===== src/rtl/rau_pkg.sv =====
// Shared types and opcodes for the rational arithmetic unit.
// No dependencies.
package rau_pkg;
  typedef enum logic [2:0] {
    CMD_ADD  = 3'd0,
    CMD_SUB  = 3'd1,
    CMD_MUL  = 3'd2,
    CMD_DIV  = 3'd3,
    CMD_CMP  = 3'd4,
    CMD_NORM = 3'd5,
    CMD_RSV6 = 3'd6,
    CMD_RSV7 = 3'd7
  } cmd_t;
endpackage


===== src/rtl/rational_arithmetic_unit.sv =====
// Rational arithmetic unit top level: sequencer around one shared divider.
// Depends on rau_pkg and rau_divider.
// Each arithmetic item runs on the shared divider: x mod den, y mod den, a Euclid gcd
// loop on den and the remainder sum, then x, y and den divided by the gcd; compare and
// flagged items go straight to the result. One item at a time; not ready
// while busy or result held. Reset: rst synchronous, clears control; no other reset.
module rational_arithmetic_unit #(
  parameter int FRAC_WIDTH = 16
) (
  input  logic clk,
  input  logic rst,
  input  logic s_axis_tvalid,
  output logic s_axis_tready,
  // cmd[2:0], a_neg, a_num, a_den, b_neg, b_num, b_den (low to high), zero fill
  input  logic [((4*FRAC_WIDTH+5+7)/8)*8-1:0] s_axis_tdata,
  output logic m_axis_tvalid,
  input  logic m_axis_tready,
  // res_neg, res_num, res_den, a_greater, a_equal, overflow, div_zero, zero fill
  output logic [((2*FRAC_WIDTH+5+7)/8)*8-1:0] m_axis_tdata
);
  import rau_pkg::*;
  localparam int F  = FRAC_WIDTH;
  localparam int W  = 2 * F;
  localparam int IW = ((4*F+5+7)/8)*8;
  localparam int OW = ((2*F+5+7)/8)*8;
  localparam logic [W-1:0] NMAX = W'({F{1'b1}});

  typedef enum logic [3:0] {
    S_IDLE, S_SETUP, S_RX, S_RY, S_GCD, S_QX, S_QY, S_QD, S_FIN, S_OUT
  } state_t;

  state_t       state;
  logic [W-1:0] x, y, den, rx, g, qx, qy, dq;
  logic         neg, cx, res_neg, agt, aeq, ovf, dz;
  logic [F-1:0] res_num, res_den;
  logic         dstart, ddone;
  logic [W-1:0] dvd, dvs, dquot, drem;

  // input fields
  logic [2:0]   cmd;
  logic [F-1:0] an, ad, bn, bd;
  logic         as_, bs_;
  assign cmd = s_axis_tdata[2:0];
  assign an  = s_axis_tdata[4 +: F];
  assign ad  = s_axis_tdata[4+F +: F];
  assign bn  = s_axis_tdata[5+2*F +: F];
  assign bd  = s_axis_tdata[5+3*F +: F];
  assign as_ = s_axis_tdata[3] && (an != '0);
  assign bs_ = s_axis_tdata[4+2*F] && (bn != '0);

  logic [W-1:0] anbd, bnad, adbd, anbn, adbn;
  assign anbd = W'(an) * W'(bd);
  assign bnad = W'(bn) * W'(ad);
  assign adbd = W'(ad) * W'(bd);
  assign anbn = W'(an) * W'(bn);
  assign adbn = W'(ad) * W'(bn);

  logic [W-1:0] nsum;
  logic [W:0]   nsum_w;
  assign nsum_w = {1'b0, qx} + {1'b0, qy} + {{W{1'b0}}, cx};
  assign nsum   = nsum_w[W-1:0];

  logic [W-1:0] rsum;
  assign rsum = (rx >= den - drem) ? rx - (den - drem) : rx + drem;

  rau_divider #(.W(W)) u_div (
    .clk(clk), .rst(rst), .start(dstart), .dividend(dvd), .divisor(dvs),
    .done(ddone), .quot(dquot), .rem(drem)
  );

  assign s_axis_tready = (state == S_IDLE);
  assign m_axis_tvalid = (state == S_OUT);
  assign m_axis_tdata  = OW'({dz, ovf, aeq, agt, res_den, res_num, res_neg});

  always_ff @(posedge clk) begin
    if (rst) begin
      state  <= S_IDLE;
      dstart <= 1'b0;
    end else begin
      dstart <= 1'b0;
      unique case (state)
        S_IDLE: if (s_axis_tvalid) begin
          {res_neg, res_num, res_den, agt, aeq, ovf, dz} <= '0;
          state <= S_OUT;
          if (cmd > CMD_NORM) begin
          end else if (ad == '0 || (cmd != CMD_NORM && bd == '0) ||
                       (cmd == CMD_DIV && bn == '0)) begin
            dz <= 1'b1;
          end else begin
            unique case (cmd)
              CMD_ADD, CMD_SUB: begin
                logic sb;
                sb = (cmd == CMD_SUB) ? (!bs_ && bn != '0) : bs_;
                den <= adbd;
                state <= S_SETUP;
                if (as_ == sb) begin
                  neg <= as_; x <= anbd; y <= bnad;
                end else if (anbd >= bnad) begin
                  neg <= as_; x <= anbd - bnad; y <= '0;
                end else begin
                  neg <= sb; x <= bnad - anbd; y <= '0;
                end
              end
              CMD_MUL: begin
                neg <= as_ != bs_; x <= anbn; y <= '0; den <= adbd; state <= S_SETUP;
              end
              CMD_DIV: begin
                neg <= as_ != bs_; x <= anbd; y <= '0; den <= adbn; state <= S_SETUP;
              end
              CMD_CMP: begin
                if (as_ != bs_) agt <= !as_;
                else begin
                  aeq <= anbd == bnad;
                  agt <= as_ ? (anbd < bnad) : (anbd > bnad);
                end
              end
              default: begin
                neg <= as_; x <= W'(an); y <= '0; den <= W'(ad); state <= S_SETUP;
              end
            endcase
          end
        end
        S_SETUP: begin
          dvd <= x; dvs <= den; dstart <= 1'b1; state <= S_RX;
        end
        S_RX: if (ddone) begin
          rx <= drem; dvd <= y; dstart <= 1'b1; state <= S_RY;
        end
        S_RY: if (ddone) begin
          // r = (x + y) mod den; gcd(den, r) by Euclid
          g <= den;
          if (rsum == '0) state <= S_QX;
          else begin dvd <= den; dvs <= rsum; dstart <= 1'b1; state <= S_GCD; end
          if (rsum == '0) begin dvd <= x; dvs <= den; dstart <= 1'b1; end
        end
        S_GCD: if (ddone) begin
          if (drem == '0) begin
            g <= dvs; dvd <= x; dstart <= 1'b1; state <= S_QX;
          end else begin
            dvd <= dvs; dvs <= drem; dstart <= 1'b1;
          end
        end
        S_QX: if (ddone) begin
          qx <= dquot; cx <= drem != '0; dvd <= y; dvs <= g; dstart <= 1'b1; state <= S_QY;
        end
        S_QY: if (ddone) begin
          qy <= dquot; cx <= cx || (drem != '0);
          dvd <= den; dvs <= g; dstart <= 1'b1; state <= S_QD;
        end
        S_QD: if (ddone) begin
          dq <= dquot; state <= S_FIN;
        end
        S_FIN: begin
          logic o;
          o = 1'b0;
          if (qx > NMAX || qy > NMAX || nsum_w > {1'b0, NMAX}) begin
            res_num <= F'(NMAX); o = 1'b1;
          end else res_num <= nsum[F-1:0];
          if (dq > NMAX) begin res_den <= F'(NMAX); o = 1'b1; end
          else res_den <= dq[F-1:0];
          res_neg <= neg;
          ovf <= o;
          if (x == '0 && y == '0) begin
            res_neg <= 1'b0; res_num <= '0; res_den <= F'(1);
          end
          state <= S_OUT;
        end
        S_OUT: if (m_axis_tready) state <= S_IDLE;
        default: state <= S_IDLE;
      endcase
    end
  end

  logic unused_in;
  assign unused_in = ^s_axis_tdata[IW-1:4*F+5];
endmodule


===== src/rtl/rau_divider.sv =====
// Restoring divider: one quotient bit per cycle.
// Depends on nothing; used by the top level for gcd remainders and quotients.
module rau_divider #(
  parameter int W = 64
) (
  input  logic         clk,
  input  logic         rst,
  input  logic         start,
  input  logic [W-1:0] dividend,
  input  logic [W-1:0] divisor,
  output logic         done,
  output logic [W-1:0] quot,
  output logic [W-1:0] rem
);
  localparam int CW = $clog2(W + 1);
  logic [CW-1:0] cnt;
  logic          busy;
  logic [W-1:0]  dvs;
  logic [W:0]    trial;

  assign trial = {rem, quot[W-1]} - {1'b0, dvs};

  always_ff @(posedge clk) begin
    if (rst) begin
      busy <= 1'b0;
      done <= 1'b0;
      cnt  <= '0;
    end else begin
      done <= 1'b0;
      if (start) begin
        busy <= 1'b1;
        cnt  <= CW'(W);
        quot <= dividend;
        rem  <= '0;
        dvs  <= divisor;
      end else if (busy) begin
        // shift one dividend bit in, subtract if it fits
        if (!trial[W]) begin
          rem <= trial[W-1:0];
          quot <= {quot[W-2:0], 1'b1};
        end else begin
          rem <= {rem[W-2:0], quot[W-1]};
          quot <= {quot[W-2:0], 1'b0};
        end
        cnt <= cnt - 1'b1;
        if (cnt == CW'(1)) begin
          busy <= 1'b0;
          done <= 1'b1;
        end
      end
    end
  end
endmodule


===== config.mk =====
export PLATFORM = sky130hd
export DESIGN_NAME = rational_arithmetic_unit
export DESIGN_NICKNAME = d
export VERILOG_FILES = /design/src/rtl/rau_pkg.sv /design/src/rtl/rational_arithmetic_unit.sv /design/src/rtl/rau_divider.sv
export SDC_FILE = /design/constraint.sdc
export NUM_CORES = 2
export LEC_CHECK = 0
export ABC_CLOCK_PERIOD_IN_PS = 23600
export CORE_MARGIN = 2
export CORE_UTILIZATION = 45
export DETAILED_ROUTE_END_ITERATION = 10
export DONT_BUFFER_PORTS = 1
export GPL_TIMING_DRIVEN = 0
export HOLD_SLACK_MARGIN = 0.12
export SYNTH_ARGS = -nofsm -noshare
export SYNTH_HDL_FRONTEND = slang
export SYNTH_SLANG_ARGS = --single-unit

===== constraint.sdc =====
create_clock -name clk -period 23.6 [get_ports clk]
set_clock_uncertainty 0.1 [all_clocks]
set_input_delay 0 -clock clk [delete_from_list [all_inputs] [get_ports clk]]
set_output_delay 0 -clock clk [all_outputs]
set_load 0.02 [all_outputs]

# After elaboration in Yosys (flattened, before gate mapping)
# Cells that the tools add are included.
dict set report word_totals {
  register_bits 468
  input_bits 76
  out_inout_bits 42
  elab_cells 213
}
dict set report classes {
  addsub 9
  multipliers 4
  n_lt_le_gt_ge 9
  eq_ne 30
  muxes 73
  bitwise_logic 5
  reduce_logical 55
}
# op count
set op_table {}
lappend op_table {{2-to-1 mux 32 bit} 21}
lappend op_table {{one-hot mux 32 bit (4 select lines)} 2}
lappend op_table {{one-hot mux 32 bit (5 select lines)} 1}
lappend op_table {{logical NOT 32 bit} 4}
lappend op_table {{multiplier 16 x 16 -> 32 bit} 4}
lappend op_table {{one-hot mux 32 bit (2 select lines)} 2}
lappend op_table {{subtractor 32 bit} 4}
lappend op_table {{greater-than comparator 32 x 16 -> 1 bit (second input constant)} 3}
lappend op_table {{one-hot mux 32 bit (3 select lines)} 1}
lappend op_table {{2-to-1 mux 16 bit} 5}
lappend op_table {{greater-or-equal comparator 32 bit} 2}
lappend op_table {{one-hot mux 16 bit (2 select lines)} 2}
lappend op_table {{logical NOT 16 bit} 3}
lappend op_table {{2-to-1 mux 4 bit} 12}
lappend op_table {{one-hot mux 4 bit (10 select lines)} 1}
lappend op_table {{adder 32 x 32 -> 33 bit} 1}
lappend op_table {{adder 33 x 1 -> 33 bit} 1}
lappend op_table {{greater-than comparator 33 x 16 -> 1 bit (second input constant)} 1}
lappend op_table {{subtractor 33 x 32 -> 33 bit} 1}
lappend op_table {{adder 32 bit} 1}
lappend op_table {{== test 32 bit} 1}
lappend op_table {{greater-than comparator 32 bit} 1}
lappend op_table {{< comparator 32 bit} 1}
lappend op_table {{nonzero test 16 bit} 2}
lappend op_table {{39 further kinds} 108}

# Logic depth before layout (Yosys ltp)
dict set report depth {
  word_depth 8
  depth_mapped 42
  ltp_nobuf 38
}

# Modules after synthesis
# A second synthesis with hierarchy kept.
dict set report unflattened {
  cells_unflattened 7210
  hier_area_um2 65710.5
}
# mod n_inst cells_per_inst area_per_inst_um2 seq_area_each_um2
set modules_own_cells {}
lappend modules_own_cells {rational_arithmetic_unit 1 6642 59480.8 10880.4}
lappend modules_own_cells {rau_divider 1 568 6229.7 3042.9}

# Worst setup path after synthesis
# Ideal clock, no wire load.
dict set report synth_timing {
  path_type {input to register}
  from {in s_axis_tdata[38]}
  to {reg x[21] (data pin)}
  setup_ns 0.273
  t_arrival_ns 8.378
  required_time_ns 23.227
  setup_slack_ns 14.849
  stages 34
  n_path_buf 4
  path_cell_list {clkbuf_1 -> nand2_1 -> fa_1 -> fa_1 -> fa_1 -> fa_1 -> inv_1 -> fa_1 -> fa_1 -> ha_1 -> o21a_1 -> a21oi_1 -> and4_1 -> o31ai_1 -> a21oi_1 -> nor3_1 -> o41ai_1 -> a21oi_1 -> o21ai_0 -> nand2b_1 -> xnor2_1 -> ha_1 -> clkbuf_1 -> a21o_1 -> a21o_1 -> a21oi_1 -> o21ai_0 -> a21oi_1 -> clkbuf_1 -> buf_1 -> a21oi_1 -> a221oi_1 -> xor2_1 -> o221ai_1}
}
dict set report synth_via {
  elab_chain_cells 8
  word_cells_on_any_way 14
  classes_between {add/sub (2); mul (2); order compare (1); eq/ne (1); mux (4); reduce/logical (4)}
}
# item line
set synth_lines {}
lappend synth_lines {{start, declared} rational_arithmetic_unit.sv:15} ;# input logic [((4*FRAC_WIDTH+5+7)/8)*8-1:0] s_axis_tdata,
lappend synth_lines {{branches (longest 7 deep; another with multiplier 16 x 16 -> 32 bit)} n/a}
lappend synth_lines {{one-hot mux 32 bit (4 select lines) *} rational_arithmetic_unit.sv:90} ;# unique case (cmd)
lappend synth_lines {{end signal, assigned} rational_arithmetic_unit.sv:97} ;# neg <= as_; x <= anbd; y <= bnad;
lappend synth_lines {{end, declared} rational_arithmetic_unit.sv:33} ;# logic [W-1:0] x, y, den, rx, g, qx, qy, dq;
# Every way passes the cells marked *.
# A chain may end at the register's enable or synchronous reset.

# Worst setup path in the final report
dict set report layout_timing {
  from {in s_axis_tdata[30]}
  to {reg x[29] (data pin)}
}
dict set report layout_via {
  elab_chain_cells 5
  word_cells_on_any_way 7
  classes_between {add/sub (2); mul (1); order compare (1); mux (3)}
}
# item line
set layout_lines {}
lappend layout_lines {{multiplier 16 x 16 -> 32 bit *} n/a}
lappend layout_lines {{via adbn[19]} rational_arithmetic_unit.sv:51} ;# logic [W-1:0] anbd, bnad, adbd, anbn, adbn;
lappend layout_lines {{subtractor 32 bit (tied with other cells)} rational_arithmetic_unit.sv:101} ;# neg <= sb; x <= bnad - anbd; y <= '0;
lappend layout_lines {{2-to-1 mux 32 bit *} rational_arithmetic_unit.sv:98} ;# end else if (anbd >= bnad) begin
lappend layout_lines {{2-to-1 mux 32 bit *} rational_arithmetic_unit.sv:96} ;# if (as_ == sb) begin
lappend layout_lines {{one-hot mux 32 bit (4 select lines) *} rational_arithmetic_unit.sv:90}
# Mark *: on every way through the listed nets, which the timed path passes. The rest lies on a longest branch.

==> impl_metrics.ini <==
[detailed_routing]
drt-vias-per-instance = 5.77
wl_um = 245000
wire_per_inst_um = 26.1
drt_first_pass_iters = 6
drcViolationCount = 0
vias = 54200
ant_nets = 0
drt_iter0_drc = 4480

[hold_path]
hold_path.class = in -> reg

[setup_path]
arrival_ns = 13.02
cp_max_fo = 10
critPathMostFrequentCell = fa_1
start_kind = primary input
slowest_delay_ns = 1.17
critPathRequiredTime_ns = 23.84
path_class = in -> reg
endpoint_kind = register
slowest_stage = a221oi_1

[logic_synthesis]
yosys_warnings = 0
synth_top_area_share_pct = 23.8
synth_seq_cells = 468
yosysTopAreaCell = fa_1
ys_types = 88
async_reset_ff_share_pct = 0
synth_enable_flop_cells = 455
synth_area_um2 = 65900
yosysSeqAreaShare_pct = 21.1
yosys-top-cells-area = fa_1 24%, edfxtp_1 21%, ha_1 12%, inv_1 6.6%, nand2_1 5.3%
syn_area_per_cell_um2 = 9.02
synthFlopType = edfxtp_1
synthCells = 7309

[clocking]
htree_levels = 2
clockBufferDepth = 3
clockRootBuffer = clkbuf_16
cts_tree = done
clkSlewWorstSetupHoldPaths_ns = 0.07
cts_buffers = 46
cts_sinks = 468
clock_latency_ns = 0.63
post-cts-setup-buffers = 0
post_cts_resized = 0
hold_buffers = 36

[sta]
fin_crit_sh_pct = 54.1
rsz0062_at_grt = no
setup_slack_ns = 10.82
maxSlewViolCount = 0
hold_viol_final = 0
worst_pin_slew_ns = 1.46
min_period_ns = 12.78
fmax_mhz = 78.3
hold_slack_ns = 0.177
tns_ns = 0
setup-violations-final = 0
slew_headroom_pct = 2.46

[global_routing]
grt.total_usage_pct = 32.4
grt_pass1_vias = 54800
grt_pass1_wl_um = 360000
grt_max_degree = 37
antenna_found_initial = 20
grt_overflow = 0

[floorplan]
core_area_um2 = 146000
fp-row-count = 140
initial_core_util_pct = 45.3
ios = 118
die_h_um = 387
chipWidth_um = 387
die_area_um2 = 150000

[finish]
areaGrowthSynthToFinish_pct = 7.15
final_net_count = 8915
fin_area_um2 = 70600
drive_above_1_share_pct = 3.09

[placement]
dp_hpwl_um = 202000
gp_congestion = 0.999
place_ws_ns = 10.84
port_buffers = 0
placed_area_um2 = 68700

[run_status]
outcome = completed

[flow_run]
cap_violations = 0
## logic make-up (layout without fill, tap and decap cells)
logic type / Yosys count / after routing / synth area share [%]
buffers and inverters: 1515 / 1659 / 8.73
other: 1 / 9 / 0.00569
AO/OA/AOI/OAI: 1314 / 1314 / 12.8
flip-flops: 468 / 468 / 21.1
multiplexers: 146 / 146 / 2.35
adder cells (fa/ha/maj): 1422 / 1422 / 35.9
XOR/XNOR: 255 / 255 / 3.41
AND/OR/NAND/NOR: 2188 / 2188 / 15.7
## cells in the mapped netlist, drive strengths merged (78+ instances only)
| master | count |
|---|---|
| clkbuf | 328 |
| fa | 784 |
| nor3 | 78 |
| mux2i | 78 |
| a21o | 132 |
| a21oi | 432 |
| nand2 | 926 |
| ha | 638 |
| inv | 1153 |
| xnor2 | 175 |
| o21ai | 269 |
| nor2 | 377 |
| and2 | 423 |
| edfxtp | 455 |
| xor2 | 79 |
## sequential cells by signal (all words and copies together), names as in the netlist, 4 cells and up
name,count
rx,32
qx,32
u_div.dvs,32
dvd,32
res_den,16
g,32
dq,32
den,32
y,32
x,32
u_div.rem,32
state,4
res_num,16
dvs,32
qy,32
u_div.cnt,6
u_div.quot,32
## area by class of cell
class                      instances  area, um2
antenna                            6       15.0
buffer                           362       1430
clock buffer                      61       1250
clock inverter                    25        304
fill                           13900      74900
inverter                        1153       4330
multi-input combinational       5328      46300
sequential                       468      13900
tap                             1917       2400
timing repair buffer              58        644
## cells in the final DEF, fill, tap and decap left out, drive strengths merged, types with 15 or more instances in the layout
cell,n
nand2,926
xnor2,175
o31ai,15
nor2b,52
o21bai,48
nand2b,53
o21ai,269
a21oi,432
a22oi,32
o211ai,31
and3,31
mux2i,78
a31oi,30
a211oi,44
o22ai,17
xor2,79
or3,21
a221oi,27
ha,638
a21o,132
o21a,47
clkbuf,389
nand3,62
buf,56
or2,18
a221o,35
and2,423
edfxtp,455
mux2,68
inv,1162
nor4,68
dlygate4sd3,36
fa,784
a211o,19
nand4,45
nor2,377
nor3,78
## through the flow
| step | std cells | utilization, % |
|---|---|---|
| floorplan | 7311 | - |
| global placement | 9228 | 46.9 |
| detailed placement | 9250 | 47.2 |
| CTS | 9372 | 48.5 |
| global route | 9372 | 48.5 |
| finish | 9378 | 48.5 |
## layer usage
metal	global-route usage, %	up-vias	wire, um
li1	-	24400	-
met1	39.7	27000	96400
met2	55.3	2148	117000
met3	3.90	637	14700
met4	18.3	14	16500
met5	0	-	103
## final timing paths
check        slack, ns                        start                to  depth (start not counted)
max              10.82             s_axis_tdata[30]   x[29]$_DFFE_PP_                         39
max reg2reg      13.80   u_div.rem[1]$_SDFFCE_PP0P_  dvd[3]$_DFFE_PP_                         29
min               0.18             s_axis_tdata[53]  den[0]$_DFFE_PP_                          3
min reg2reg       0.36  u_div.rem[31]$_SDFFCE_PP0P_  rx[31]$_DFFE_PP_                          0
## critical path, delay by kind of cell
| family | cells | cell delay [ns] |
|---|---|---|
| buf+inv | 9 | 3.53 |
| xor+xnor | 1 | 0.11 |
| fa+ha+maj | 8 | 3.80 |
| simple gates | 5 | 0.75 |
| compound gates | 16 | 4.79 |
Power is not shown: default switching activity piles up to over one toggle a cycle in this logic, so the estimate is an artifact.
